**config.mk**
```make
export PLATFORM = sky130hd
export DESIGN_NAME = dsd_rebuild
export DESIGN_NICKNAME = d
export VERILOG_FILES = /design/src/rtl/decimal_digit_sort_descending_unit_defines.svh /design/src/rtl/dsd_pkg.sv /design/src/rtl/dsd_rebuild.sv
export SDC_FILE = /design/constraint.sdc
export NUM_CORES = 1
export LEC_CHECK = 0
export BUFFER_PORTS_ARGS = -buffer_cell sky130_fd_sc_hd__buf_2
export CORE_MARGIN = 8
export CORE_UTILIZATION = 58
export CTS_BUF_LIST = sky130_fd_sc_hd__clkbuf_2
export DETAILED_ROUTE_END_ITERATION = 16
export GPL_ROUTABILITY_DRIVEN = 0
export PLACE_DENSITY = 0.85
export SYNTH_ARGS = -nofsm -noshare
export SYNTH_HDL_FRONTEND = slang
export SYNTH_SLANG_ARGS = --single-unit
```
**constraint.sdc**
```tcl
create_clock -name clk -period 5.8 [get_ports clk]
set_input_delay 1.16 -clock clk [delete_from_list [all_inputs] [get_ports clk]]
set_output_delay 1.16 -clock clk [all_outputs]
set_load 0.02 [all_outputs]
```
**src/rtl/decimal_digit_sort_descending_unit_defines.svh**
```systemverilog
// Assertion macros for the decimal digit sort unit.
// Used by files that carry concurrent checks; expects clk and rst in scope.
`ifndef DECIMAL_DIGIT_SORT_DESCENDING_UNIT_DEFINES_SVH
`define DECIMAL_DIGIT_SORT_DESCENDING_UNIT_DEFINES_SVH

// Check that is ignored while reset is high.
`define DSD_ASSERT(lbl, prop, msg) \
  lbl: assert property (@(posedge clk) disable iff (rst) prop) else $error(msg);

// Check that also holds across reset.
`define DSD_ASSERT_RST(lbl, prop, msg) \
  lbl: assert property (@(posedge clk) prop) else $error(msg);

`endif

```
**src/rtl/dsd_pkg.sv**
```systemverilog
// Shared constants, types and helpers for the decimal digit sort unit.
// No dependencies.
package dsd_pkg;

  localparam int VALUE_W    = 32;
  localparam int RESULT_W   = 34;
  localparam int DIGIT_W    = 4;
  localparam int MAX_DIGITS = 10;
  // a positive 32-bit value has at most ten decimal digits
  localparam int DEC_SLOTS  = 10;
  localparam int NUM_DIGITS = (MAX_DIGITS < DEC_SLOTS) ? MAX_DIGITS : DEC_SLOTS;
  localparam int CNT_W      = $clog2(NUM_DIGITS + 1);
  localparam int NUM_PAIRS  = (NUM_DIGITS + 1) / 2;
  // input reg, one stage per digit, count, prefix, bcd, pair sum, output
  localparam int LATENCY    = NUM_DIGITS + 6;

  // floor(x / 10) == (x * RECIP) >> RECIP_SHIFT for every 32-bit x
  localparam logic [VALUE_W-1:0] RECIP = 32'hCCCC_CCCD;
  localparam int RECIP_SHIFT = 35;

  localparam logic [RESULT_W-1:0] RESULT_MAX = 34'd9999999999;

  typedef logic [DIGIT_W-1:0] digit_t;
  typedef logic [CNT_W-1:0]   cnt_t;

  typedef struct packed {
    logic                            valid;
    logic [NUM_DIGITS-1:0]           present;
    logic [NUM_DIGITS-1:0][DIGIT_W-1:0] digit;
  } extract_t;

  typedef struct packed {
    logic                  valid;
    logic [CNT_W-1:0]      total;
    logic [8:0][CNT_W-1:0] cum;   // count of digits <= d, for d = 0..8
  } tally_t;

  function automatic logic [RESULT_W-1:0] pow10(input int n);
    logic [RESULT_W-1:0] p;
    p = RESULT_W'(1);
    for (int i = 0; i < DEC_SLOTS; i++) begin
      if (i < n) begin
        p = p * RESULT_W'(10);
      end
    end
    return p;
  endfunction

endpackage

```
**src/rtl/dsd_rebuild.sv**
```systemverilog
// Rebuilds the sorted number: BCD digits from prefix counts, then weighted sum.
// Depends on dsd_pkg.
module dsd_rebuild
  import dsd_pkg::*;
(
  input  logic                clk,
  input  logic                rst,
  input  tally_t              tly,
  output logic                done,
  output logic [RESULT_W-1:0] sorted_value
);

  logic                                bcd_valid;
  logic [NUM_DIGITS-1:0][DIGIT_W-1:0]  bcd;
  logic [NUM_DIGITS-1:0][DIGIT_W-1:0]  bcd_next;
  logic                                part_valid;
  logic [NUM_PAIRS-1:0][RESULT_W-1:0]  part;
  logic [NUM_PAIRS-1:0][RESULT_W-1:0]  part_next;
  logic [RESULT_W-1:0]                 sum_next;

  // Low-end position j holds the number of digit values d whose running
  // count is <= j; positions at or above the digit total are empty.
  always_comb begin
    digit_t n;
    bcd_next = '0;
    for (int j = 0; j < NUM_DIGITS; j++) begin
      n = '0;
      for (int d = 0; d < 9; d++) begin
        n = n + DIGIT_W'(tly.cum[d] <= CNT_W'(j));
      end
      bcd_next[j] = (CNT_W'(j) < tly.total) ? n : '0;
    end
  end

  always_comb begin
    part_next = '0;
    for (int p = 0; p < NUM_PAIRS; p++) begin
      part_next[p] = RESULT_W'(bcd[2*p]) * pow10(2*p);
      if (2*p + 1 < NUM_DIGITS) begin
        part_next[p] = part_next[p] + RESULT_W'(bcd[2*p+1]) * pow10(2*p + 1);
      end
    end
  end

  always_comb begin
    sum_next = '0;
    for (int p = 0; p < NUM_PAIRS; p++) begin
      sum_next = sum_next + part[p];
    end
  end

  always_ff @(posedge clk) begin
    if (rst) begin
      bcd_valid  <= 1'b0;
      part_valid <= 1'b0;
      done       <= 1'b0;
    end else begin
      bcd_valid  <= tly.valid;
      part_valid <= bcd_valid;
      done       <= part_valid;
    end
    bcd          <= bcd_next;
    part         <= part_next;
    sorted_value <= sum_next;
  end

endmodule

```
Word level (Yosys, flattened, before mapping)

Index checks and enable logic that the tools add are counted.
W data, S select, Z words.

Flip-flop bits (word level): 203
Bits of input ports: 43
Output and inout port bits: 35
Word-level logic and storage cells: 217

Add/sub/neg operators: 89
Multipliers: 9
Magnitude comparators: 100

Operator list:

| cell                    | number |
|---|---|
| $add A4 B1 Y4           | 50 |
| $le A4 B3 Y1 const B    | 36 |
| $add A34 B34 Y34        | 4 |
| $le A4 B1 Y1 const B    | 18 |
| $le A4 B2 Y1 const B    | 18 |
| $le A4 B4 Y1 const B    | 18 |
| $add A3 B1 Y4           | 10 |
| $add A2 B1 Y3           | 10 |
| $add A24 B28 Y29        | 1 |
| $mul A4 B21 Y25 const B | 1 |
| $mul A4 B19 Y23 const B | 1 |
| $add A18 B21 Y22        | 1 |
| $mul A4 B17 Y21 const B | 1 |
| $add A1 B1 Y2           | 10 |
| $mul A4 B14 Y18 const B | 1 |
| $add A9 B15 Y16         | 1 |
| $lt A3 B4 Y1 const A    | 4 |
| $mul A4 B12 Y16 const B | 1 |
| $add A11 B14 Y15        | 1 |
| $mul A4 B10 Y14 const B | 1 |
| $mul A4 B7 Y11 const B  | 1 |
| $add A4 B8 Y9           | 1 |
| $mul A4 B5 Y9 const B   | 1 |
| $lt A1 B4 Y1 const A    | 2 |
| other kinds (3)         | 5 |

Logic depth before layout (Yosys ltp)

Gate-level depths: netlist of the first run.

Depth after elaboration: 9
Mapped depth: 25

Worst setup path after synthesis of the first run

OpenSTA, ideal clock, no wires.

Path kind: register to register
Start: register bcd[34] (netlist bit)
End: register part[169] (netlist bit)
Setup time: 72 ps
Data arrival time: 4822 ps
Required time: 5728 ps
Slack: 906 ps
Stages on the path, launching flop included: 24
Period minus slack after synthesis: 4894 ps
Cell sequence: dfxtp_1 -> fa_1 -> inv_1 -> fa_1 -> inv_1 -> fa_1 -> a21o_1 -> a21o_1 -> a21oi_1 -> o21ai_1 -> a21o_1 -> a21oi_1 -> o21ai_1 -> xor2_1 -> ha_1 -> inv_1 -> o21ai_0 -> a21oi_1 -> o2111ai_1 -> nand2_1 -> o21ai_1 -> nand3_1 -> xnor2_1 -> xnor2_1

RTL lines:

| item                   | RTL line          | text |
|---|---|---|
| from (decl)            | dsd_rebuild.sv:14 | `logic [NUM_DIGITS-1:0][DIGIT_W-1:0] bcd;` |
| from (signal assigned) | dsd_rebuild.sv:62 | `bcd <= bcd_next;` |
| to (signal assigned)   | dsd_rebuild.sv:63 | `part <= part_next;` |
| to (decl)              | dsd_rebuild.sv:17 | `logic [NUM_PAIRS-1:0][RESULT_W-1:0] part;` |

==> impl_metrics.prom, run 1 <==
# TYPE chip_impl_metric gauge
chip_impl_info{name="outcome",value="completed"} 1
chip_impl_metric{name="setup_violations",unit=""} 0
chip_impl_metric{name="design.core.area",unit="mm2"} 0.0275
chip_impl_metric{name="max_slew.worst_pin.slew",unit="ns"} 0.638
chip_impl_metric{name="synthCells",unit=""} 1723
chip_impl_metric{name="layout-drive-gt1-share",unit=""} 0.0844
chip_impl_metric{name="design.portCount",unit=""} 78
chip_impl_metric{name="finalWirelength",unit="um"} 34900
chip_impl_metric{name="start_util",unit=""} 0.584
chip_impl_metric{name="slew_hr",unit=""} 0.574
chip_impl_metric{name="antenna_found_initial",unit=""} 2
chip_impl_metric{name="final_min_period_over_clock_period",unit=""} 0.936
chip_impl_metric{name="cts.sinks",unit=""} 166
chip_impl_metric{name="grt_overflow",unit=""} 0
chip_impl_metric{name="worstPathRequired",unit="ns"} 6.56
chip_impl_metric{name="fmax",unit="MHz"} 184
chip_impl_info{name="synth.cells.most_frequent",value="sky130_fd_sc_hd__ha_1 (298), sky130_fd_sc_hd__inv_1 (202), sky130_fd_sc_hd__dfxtp_1 (166), sky130_fd_sc_hd__a21oi_1 (138), sky130_fd_sc_hd__xnor2_1 (121)"} 1
chip_impl_metric{name="clock_transition_at_the_register_clock_pins_on_the_worst_setup_and_hold_paths_after_cts",unit="ns"} 0.27
chip_impl_metric{name="synth_top_area_share",unit=""} 0.232
chip_impl_metric{name="clock_latency_on_the_worst_skew_pair",unit="ns"} 0.84
chip_impl_metric{name="postSynthAreaPerCell",unit="um2"} 9.31
chip_impl_metric{name="count_of_nets_left_with_antenna_violations_after_detail_routing",unit=""} 0
chip_impl_info{name="yosys.area.top_type",value="sky130_fd_sc_hd__ha_1"} 1
chip_impl_metric{name="drt_first_iter_violations",unit=""} 655
chip_impl_metric{name="io_buffer_count",unit=""} 77
chip_impl_metric{name="postSynth.asyncResetShare",unit=""} 0
chip_impl_metric{name="hold_ws",unit="ns"} 0.351
chip_impl_metric{name="postSynthNetCount",unit=""} 2180
chip_impl_info{name="critical_setup_path_class",value="reg2reg"} 1
chip_impl_info{name="worstHoldPathType",value="reg2reg"} 1
chip_impl_metric{name="yosysSeqAreaShare",unit=""} 0.207
chip_impl_metric{name="grt_pass1_wl",unit="um"} 59100
chip_impl_info{name="rsz0062_at_grt",value="false"} 1
chip_impl_metric{name="synth.distinct_cells",unit=""} 66
chip_impl_metric{name="globalRouteTotalUtil",unit=""} 0.215
chip_impl_info{name="crit_path_end_kind",value="flip-flop"} 1
chip_impl_metric{name="detail_route.vias_per_cell",unit=""} 5.67
chip_impl_info{name="cp_common_cell",value="sky130_fd_sc_hd__o21ai_1"} 1
chip_impl_metric{name="report.final.hold_viol_count",unit=""} 0
chip_impl_metric{name="die_w",unit="um"} 182
chip_impl_metric{name="cp.buffers_inverters",unit=""} 3
chip_impl_metric{name="design.die.area",unit="mm2"} 0.0332
chip_impl_metric{name="maximum_number_of_pins_on_one_net_before_global_route_repair",unit=""} 17
chip_impl_metric{name="number_of_buffers_created_by_cts",unit=""} 17
chip_impl_metric{name="placementRows",unit=""} 61
chip_impl_metric{name="drc_errors",unit=""} 0
chip_impl_info{name="cell_family_with_the_largest_share_of_critical_path_delay",value="adder cells"} 1
chip_impl_metric{name="worst_path_largest_cell_delay",unit="ns"} 0.62
chip_impl_metric{name="first_global_vias",unit=""} 12978
chip_impl_info{name="yosysMostFrequentCell",value="sky130_fd_sc_hd__ha_1"} 1
chip_impl_metric{name="maxCapViolCount",unit=""} 0
chip_impl_metric{name="y_dimension_of_the_die",unit="um"} 182
chip_impl_metric{name="crit_fanout",unit=""} 7
chip_impl_metric{name="finalMaxSlewViolations",unit=""} 0
chip_impl_metric{name="yosys_register_bits",unit=""} 166
chip_impl_metric{name="final_period_minus_worst_setup_slack",unit="ns"} 5.43
chip_impl_info{name="cts_tree",value="built"} 1
chip_impl_metric{name="timing.clock.skew",unit="ns"} 0.0484
chip_impl_metric{name="place.detailed.hpwl",unit="um"} 29500
chip_impl_metric{name="ctsHtreeMaxLevel",unit=""} 4
chip_impl_info{name="critical_path.slowest_cell",value="sky130_fd_sc_hd__fa_1"} 1
chip_impl_info{name="cells_along_the_critical_path",value="fa_1 -> inv_1 -> fa_1 -> inv_1 -> fa_1 -> a21o_1 -> a21o_1 -> a21oi_1 -> o21ai_1 -> a21o_1 -> a21oi_1 -> o21ai_1 -> xor2_1 -> ha_2 -> inv_1 -> o21ai_1 -> a21oi_1 -> o2111ai_1 -> nand2_1 -> o21ai_1 -> nand3_1 -> xnor2_1 -> xnor2_1"} 1
chip_impl_metric{name="ctsLongestPathBuffers",unit=""} 2
chip_impl_metric{name="utilization",unit=""} 0.621
chip_impl_metric{name="via_count",unit=""} 12244
chip_impl_info{name="worstSetupStartpointType",value="flip-flop"} 1
chip_impl_metric{name="areaGrowthSynthToFinish",unit="%"} 6.34
chip_impl_metric{name="timing.setup.tns",unit="ns"} 0
chip_impl_metric{name="drt-pass1-iter-count",unit=""} 5
chip_impl_info{name="dominantRegCellSynth",value="sky130_fd_sc_hd__dfxtp_1"} 1
chip_impl_metric{name="syn-cell-area",unit="mm2"} 0.0160
chip_impl_info{name="main_area_contributors_after_synthesis",value="sky130_fd_sc_hd__ha_1 (23%), sky130_fd_sc_hd__dfxtp_1 (21%), sky130_fd_sc_hd__fa_1 (14%), sky130_fd_sc_hd__xnor2_1 (6.6%), sky130_fd_sc_hd__inv_1 (4.7%)"} 1
chip_impl_metric{name="postCtsSetupBuffers",unit=""} 0
chip_impl_metric{name="synth_edf_count",unit=""} 0
chip_impl_metric{name="final_nets",unit=""} 2256
chip_impl_metric{name="ys.warnings.count",unit=""} 0
chip_impl_info{name="ctsRootBufferMaster",value="sky130_fd_sc_hd__clkbuf_2"} 1
chip_impl_metric{name="critical_path_arrival",unit="ns"} 6.19
chip_impl_metric{name="post_drt_wl_per_cell",unit="um"} 16.2
state kept, by name, indices dropped and copies added (netlist names):
register	cells
bcd	40
bcd_valid	1
done	1
part	89
part_valid	1
sorted_value	34
through the flow:
step	cell area, um2	cells	worst slack, ns
CTS	17000	2158	0.294
floorplan	16000	1723	0.906
detailed placement	16800	2126	0.419
global route	17100	2160	0.0499
finish	17100	2160	0.372
global placement	16800	2126	0.584
path summary, 6_finish.rpt:
check	slack, ns	startpoint	endpoint	cells after the start
setup / recovery	0.37	bcd[35]$_SDFF_PP0_	part[169]$_DFF_P_	23
hold / removal	0.35	part[1]$_DFF_P_	sorted_value[1]$_DFF_P_	0
setup reg to reg	0.37	bcd[35]$_SDFF_PP0_	part[169]$_DFF_P_	23
hold reg to reg	0.35	part[1]$_DFF_P_	sorted_value[1]$_DFF_P_	0
worst reg2reg max path, cell delays in order, from the launching register on:
cell and delay, ns:
sky130_fd_sc_hd__dfxtp_1 0.47, sky130_fd_sc_hd__fa_1 0.62, sky130_fd_sc_hd__inv_1 0.09, sky130_fd_sc_hd__fa_1 0.51
sky130_fd_sc_hd__inv_1 0.08, sky130_fd_sc_hd__fa_1 0.46, sky130_fd_sc_hd__a21o_1 0.19, sky130_fd_sc_hd__a21o_1 0.20
sky130_fd_sc_hd__a21oi_1 0.23, sky130_fd_sc_hd__o21ai_1 0.13, sky130_fd_sc_hd__a21o_1 0.20, sky130_fd_sc_hd__a21oi_1 0.22
sky130_fd_sc_hd__o21ai_1 0.16, sky130_fd_sc_hd__xor2_1 0.17, sky130_fd_sc_hd__ha_2 0.40, sky130_fd_sc_hd__inv_1 0.07
sky130_fd_sc_hd__o21ai_1 0.16, sky130_fd_sc_hd__a21oi_1 0.11, sky130_fd_sc_hd__o2111ai_1 0.09, sky130_fd_sc_hd__nand2_1 0.12
sky130_fd_sc_hd__o21ai_1 0.22, sky130_fd_sc_hd__nand3_1 0.12, sky130_fd_sc_hd__xnor2_1 0.21, sky130_fd_sc_hd__xnor2_1 0.13
per-layer routing:
metal / vias up / track usage / part of all wire
li1: 6056 / - / -
met2: 373 / 0.380 / 0.48
met1: 5732 / 0.258 / 0.44
met4: 0 / 0.0774 / 0.028
met3: 83 / 0.0390 / 0.056
met5: - / 0 / 0
layout make-up:
type,instances,area (um2)
Fill cell,2196,10400
Inverter,202,758
Clock inverter,15,170
Clock buffer,17,85.1
Multi-Input combinational cell,1335,11900
Tap cell,346,433
Timing Repair Buffer,77,385
Sequential cell,166,3330
Antenna cell,2,5.00
cell usage in the layout, fill, tap and decap left out, types with 5 or more instances in the layout:
cell type	count
sky130_fd_sc_hd__a211oi_1	16
sky130_fd_sc_hd__a21boi_1	5
sky130_fd_sc_hd__a21o_1	55
sky130_fd_sc_hd__a21oi_1	138
sky130_fd_sc_hd__a31oi_1	20
sky130_fd_sc_hd__and2_1	7
sky130_fd_sc_hd__and3_1	8
sky130_fd_sc_hd__buf_2	77
sky130_fd_sc_hd__clkbuf_2	17
sky130_fd_sc_hd__dfxtp_1	164
sky130_fd_sc_hd__fa_1	116
sky130_fd_sc_hd__ha_1	297
sky130_fd_sc_hd__inv_1	202
sky130_fd_sc_hd__nand2_1	60
sky130_fd_sc_hd__nand2b_1	14
sky130_fd_sc_hd__nand3_1	19
sky130_fd_sc_hd__nand4_1	7
sky130_fd_sc_hd__nor2_1	108
sky130_fd_sc_hd__nor2b_1	33
sky130_fd_sc_hd__nor3_1	26
sky130_fd_sc_hd__nor3b_1	11
sky130_fd_sc_hd__nor4_1	6
sky130_fd_sc_hd__o211ai_1	5
sky130_fd_sc_hd__o21a_1	20
sky130_fd_sc_hd__o21ai_0	53
sky130_fd_sc_hd__o21ai_1	19
sky130_fd_sc_hd__o21bai_1	26
sky130_fd_sc_hd__o31ai_1	5
sky130_fd_sc_hd__or2_2	23
sky130_fd_sc_hd__or3_1	5
sky130_fd_sc_hd__xnor2_1	121
sky130_fd_sc_hd__xor2_1	61
cells by family (layout without fill, tap and decap cells):
| kind of cell | count (synthesis) | in the layout | share of synthesized area |
|---|---|---|---|
| adder cells (fa/ha/maj) | 414 | 414 | 0.377 |
| AO/OA/AOI/OAI | 402 | 402 | 0.160 |
| AND/OR/NAND/NOR | 337 | 337 | 0.104 |
| buffers and inverters | 222 | 311 | 0.0520 |
| XOR/XNOR | 182 | 182 | 0.0994 |
| flip-flops | 166 | 166 | 0.207 |
| other | 0 | 2 | 0 |
repair_timing:
action	CTS	global route
resized for setup	0	8
endpoints found under the setup margin	0	2
hold buffers	0	0
Power of run 1 is not shown: default switching activity piles up to over one toggle a cycle in this logic, so the estimate is an artifact.
==> run 2: changes to the inputs <==
--- a/config.mk
+++ b/config.mk
@@ -5,7 +5,7 @@
 export SDC_FILE = /design/constraint.sdc
 export NUM_CORES = 1
 export LEC_CHECK = 0
-export BUFFER_PORTS_ARGS = -buffer_cell sky130_fd_sc_hd__buf_2
+export BUFFER_PORTS_ARGS = -buffer_cell sky130_fd_sc_hd__buf_4
 export CORE_MARGIN = 8
 export CORE_UTILIZATION = 58
 export CTS_BUF_LIST = sky130_fd_sc_hd__clkbuf_2
==> impl_metrics.prom, run 2 (synthesized netlist as in run 1, its figures left out) <==
# TYPE chip_impl_metric gauge
chip_impl_metric{name="finalMaxSlewViolations",unit=""} 0
chip_impl_metric{name="antenna_found_initial",unit=""} 2
chip_impl_metric{name="timing.reg2reg.setup_slack",unit="ns"} 0.40
chip_impl_metric{name="drc_errors",unit=""} 0
chip_impl_metric{name="layout-drive-gt1-share",unit=""} 0.0828
chip_impl_metric{name="clock_latency_on_the_worst_skew_pair",unit="ns"} 0.81
chip_impl_metric{name="ctsLongestPathBuffers",unit=""} 2
chip_impl_metric{name="design.die.area",unit="mm2"} 0.0332
chip_impl_metric{name="largest_register_ff_count",unit=""} 89
chip_impl_metric{name="critical_path_arrival",unit="ns"} 6.08
chip_impl_metric{name="slew_hr",unit=""} 0.559
chip_impl_metric{name="final_nets",unit=""} 2256
chip_impl_metric{name="number_of_cells_upsized_or_downsized_after_cts",unit=""} 0
chip_impl_metric{name="maxCapViolCount",unit=""} 0
chip_impl_metric{name="areaGrowthSynthToFinish",unit="%"} 7.36
chip_impl_metric{name="timing.setup.tns",unit="ns"} 0
chip_impl_info{name="critical_setup_path_class",value="reg2reg"} 1
chip_impl_metric{name="finalWirelength",unit="um"} 34800
chip_impl_metric{name="final_min_period_over_clock_period",unit=""} 0.931
chip_impl_metric{name="setup_violations",unit=""} 0
chip_impl_info{name="biggest_register",value="part"} 1
chip_impl_info{name="cts_tree",value="built"} 1
chip_impl_metric{name="maximum_number_of_pins_on_one_net_before_global_route_repair",unit=""} 17
chip_impl_info{name="most-common-layout-cells",value="sky130_fd_sc_hd__ha_1 (297), sky130_fd_sc_hd__inv_1 (202), sky130_fd_sc_hd__dfxtp_1 (164), sky130_fd_sc_hd__a21oi_1 (138), sky130_fd_sc_hd__xnor2_1 (121)"} 1
chip_impl_metric{name="via_count",unit=""} 12304
chip_impl_metric{name="place.detailed.hpwl",unit="um"} 29300
chip_impl_metric{name="die_w",unit="um"} 182
chip_impl_info{name="worstSetupStartpointType",value="flip-flop"} 1
chip_impl_info{name="worstHoldPathType",value="reg2reg"} 1
chip_impl_metric{name="io_buffer_count",unit=""} 77
chip_impl_info{name="rsz0062_at_grt",value="false"} 1
chip_impl_info{name="outcome",value="completed"} 1
chip_impl_info{name="largest_registers_ranked_by_flip_flop_count",value="part (89), bcd (40), sorted_value (34)"} 1
chip_impl_metric{name="design.portCount",unit=""} 78
chip_impl_metric{name="drt-pass1-iter-count",unit=""} 5
chip_impl_metric{name="grt_pass1_wl",unit="um"} 58500
chip_impl_metric{name="crit_fanout",unit=""} 6
chip_impl_info{name="layout.cells.most_common",value="sky130_fd_sc_hd__ha_1"} 1
chip_impl_metric{name="post_drt_wl_per_cell",unit="um"} 16.1
chip_impl_metric{name="ctsHtreeMaxLevel",unit=""} 4
chip_impl_metric{name="placementRows",unit=""} 61
chip_impl_info{name="ctsRootBufferMaster",value="sky130_fd_sc_hd__clkbuf_2"} 1
chip_impl_metric{name="fmax",unit="MHz"} 185
chip_impl_metric{name="postCtsSetupBuffers",unit=""} 0
chip_impl_info{name="crit_path_end_kind",value="flip-flop"} 1
chip_impl_metric{name="timing.clock.skew",unit="ns"} 0.0516
chip_impl_metric{name="y_dimension_of_the_die",unit="um"} 182
chip_impl_metric{name="report.final.hold_viol_count",unit=""} 0
chip_impl_metric{name="first_global_vias",unit=""} 12674
chip_impl_metric{name="design.core.area",unit="mm2"} 0.0275
chip_impl_metric{name="number_of_buffers_created_by_cts",unit=""} 17
chip_impl_metric{name="detail_route.vias_per_cell",unit=""} 5.70
chip_impl_metric{name="final_period_minus_worst_setup_slack",unit="ns"} 5.40
chip_impl_metric{name="max_slew.worst_pin.slew",unit="ns"} 0.656
chip_impl_metric{name="start_util",unit=""} 0.584
chip_impl_metric{name="cts.sinks",unit=""} 166
chip_impl_metric{name="clock_transition_at_the_register_clock_pins_on_the_worst_setup_and_hold_paths_after_cts",unit="ns"} 0.23
chip_impl_metric{name="drt_first_iter_violations",unit=""} 647
chip_impl_metric{name="globalRouteTotalUtil",unit=""} 0.213
chip_impl_metric{name="grt_overflow",unit=""} 0
chip_impl_metric{name="count_of_nets_left_with_antenna_violations_after_detail_routing",unit=""} 0
chip_impl_metric{name="ctsHoldBuffers",unit=""} 0
chip_impl_metric{name="worstPathRequired",unit="ns"} 6.47
## run 2: cell count changes in the layout (fill, tap and decap cells not counted), sizes merged
cell	change
clkinv	-2
inv	+1
## run 2: final cells by class
| class | count | area [um2] |
|---|---|---|
| timing repair buffer | 77 | 578 |
| multi-input combinational | 1335 | 11900 |
| sequential | 166 | 3330 |
| inverter | 202 | 758 |
| fill | 2162 | 10300 |
| antenna | 2 | 5.00 |
| clock inverter | 14 | 149 |
| clock buffer | 17 | 85.1 |
| tap | 346 | 433 |
## run 2: final timing paths
check                                     start                        to  cells past startpoint
worst min register to register  part[1]$_DFF_P_   sorted_value[1]$_DFF_P_                      0
worst min-delay path            part[1]$_DFF_P_   sorted_value[1]$_DFF_P_                      0
worst max register to register  part[2]$_DFF_P_  sorted_value[33]$_DFF_P_                     21
worst max-delay path            part[2]$_DFF_P_  sorted_value[33]$_DFF_P_                     21
## run 2: critical path, cell delays in order, from the launching register on
cell	delay [ns]
sky130_fd_sc_hd__dfxtp_1	0.36
sky130_fd_sc_hd__ha_1	0.22
sky130_fd_sc_hd__fa_1	0.41
sky130_fd_sc_hd__a21oi_1	0.18
sky130_fd_sc_hd__nor2_1	0.06
sky130_fd_sc_hd__nor2_1	0.17
sky130_fd_sc_hd__o21bai_1	0.09
sky130_fd_sc_hd__a21oi_1	0.24
sky130_fd_sc_hd__nor2b_1	0.08
sky130_fd_sc_hd__o21ai_1	0.27
sky130_fd_sc_hd__xnor2_1	0.18
sky130_fd_sc_hd__fa_1	0.44
sky130_fd_sc_hd__ha_1	0.42
sky130_fd_sc_hd__a211oi_2	0.32
sky130_fd_sc_hd__inv_1	0.07
sky130_fd_sc_hd__a311oi_1	0.39
sky130_fd_sc_hd__o21ai_1	0.21
sky130_fd_sc_hd__a2111oi_0	0.42
sky130_fd_sc_hd__nor3_1	0.22
sky130_fd_sc_hd__a21oi_1	0.27
sky130_fd_sc_hd__nor3_1	0.11
sky130_fd_sc_hd__xor2_1	0.16
## run 2: per-layer routing
metal	global-route usage	vias to the layer above	part of all wire
met2	0.374	380	0.48
li1	-	6050	-
met5	0	-	0.00037
met1	0.258	5794	0.44
met4	0.0731	2	0.027
met3	0.0376	78	0.054
## run 2: per-stage QoR
step	hold slack (ns)	setup WS, ns	util	instance area (um2)	cells
finish	0.350	0.398	0.627	17200	2159
floorplan	0.310	0.906	-	16000	1723
global placement	0.311	0.546	0.618	17000	2126
CTS	0.350	0.304	0.626	17200	2157
detailed placement	0.312	0.335	0.618	17000	2126
global route	0.366	0.0114	0.627	17200	2159
Power of run 2 is left out for the same reason.
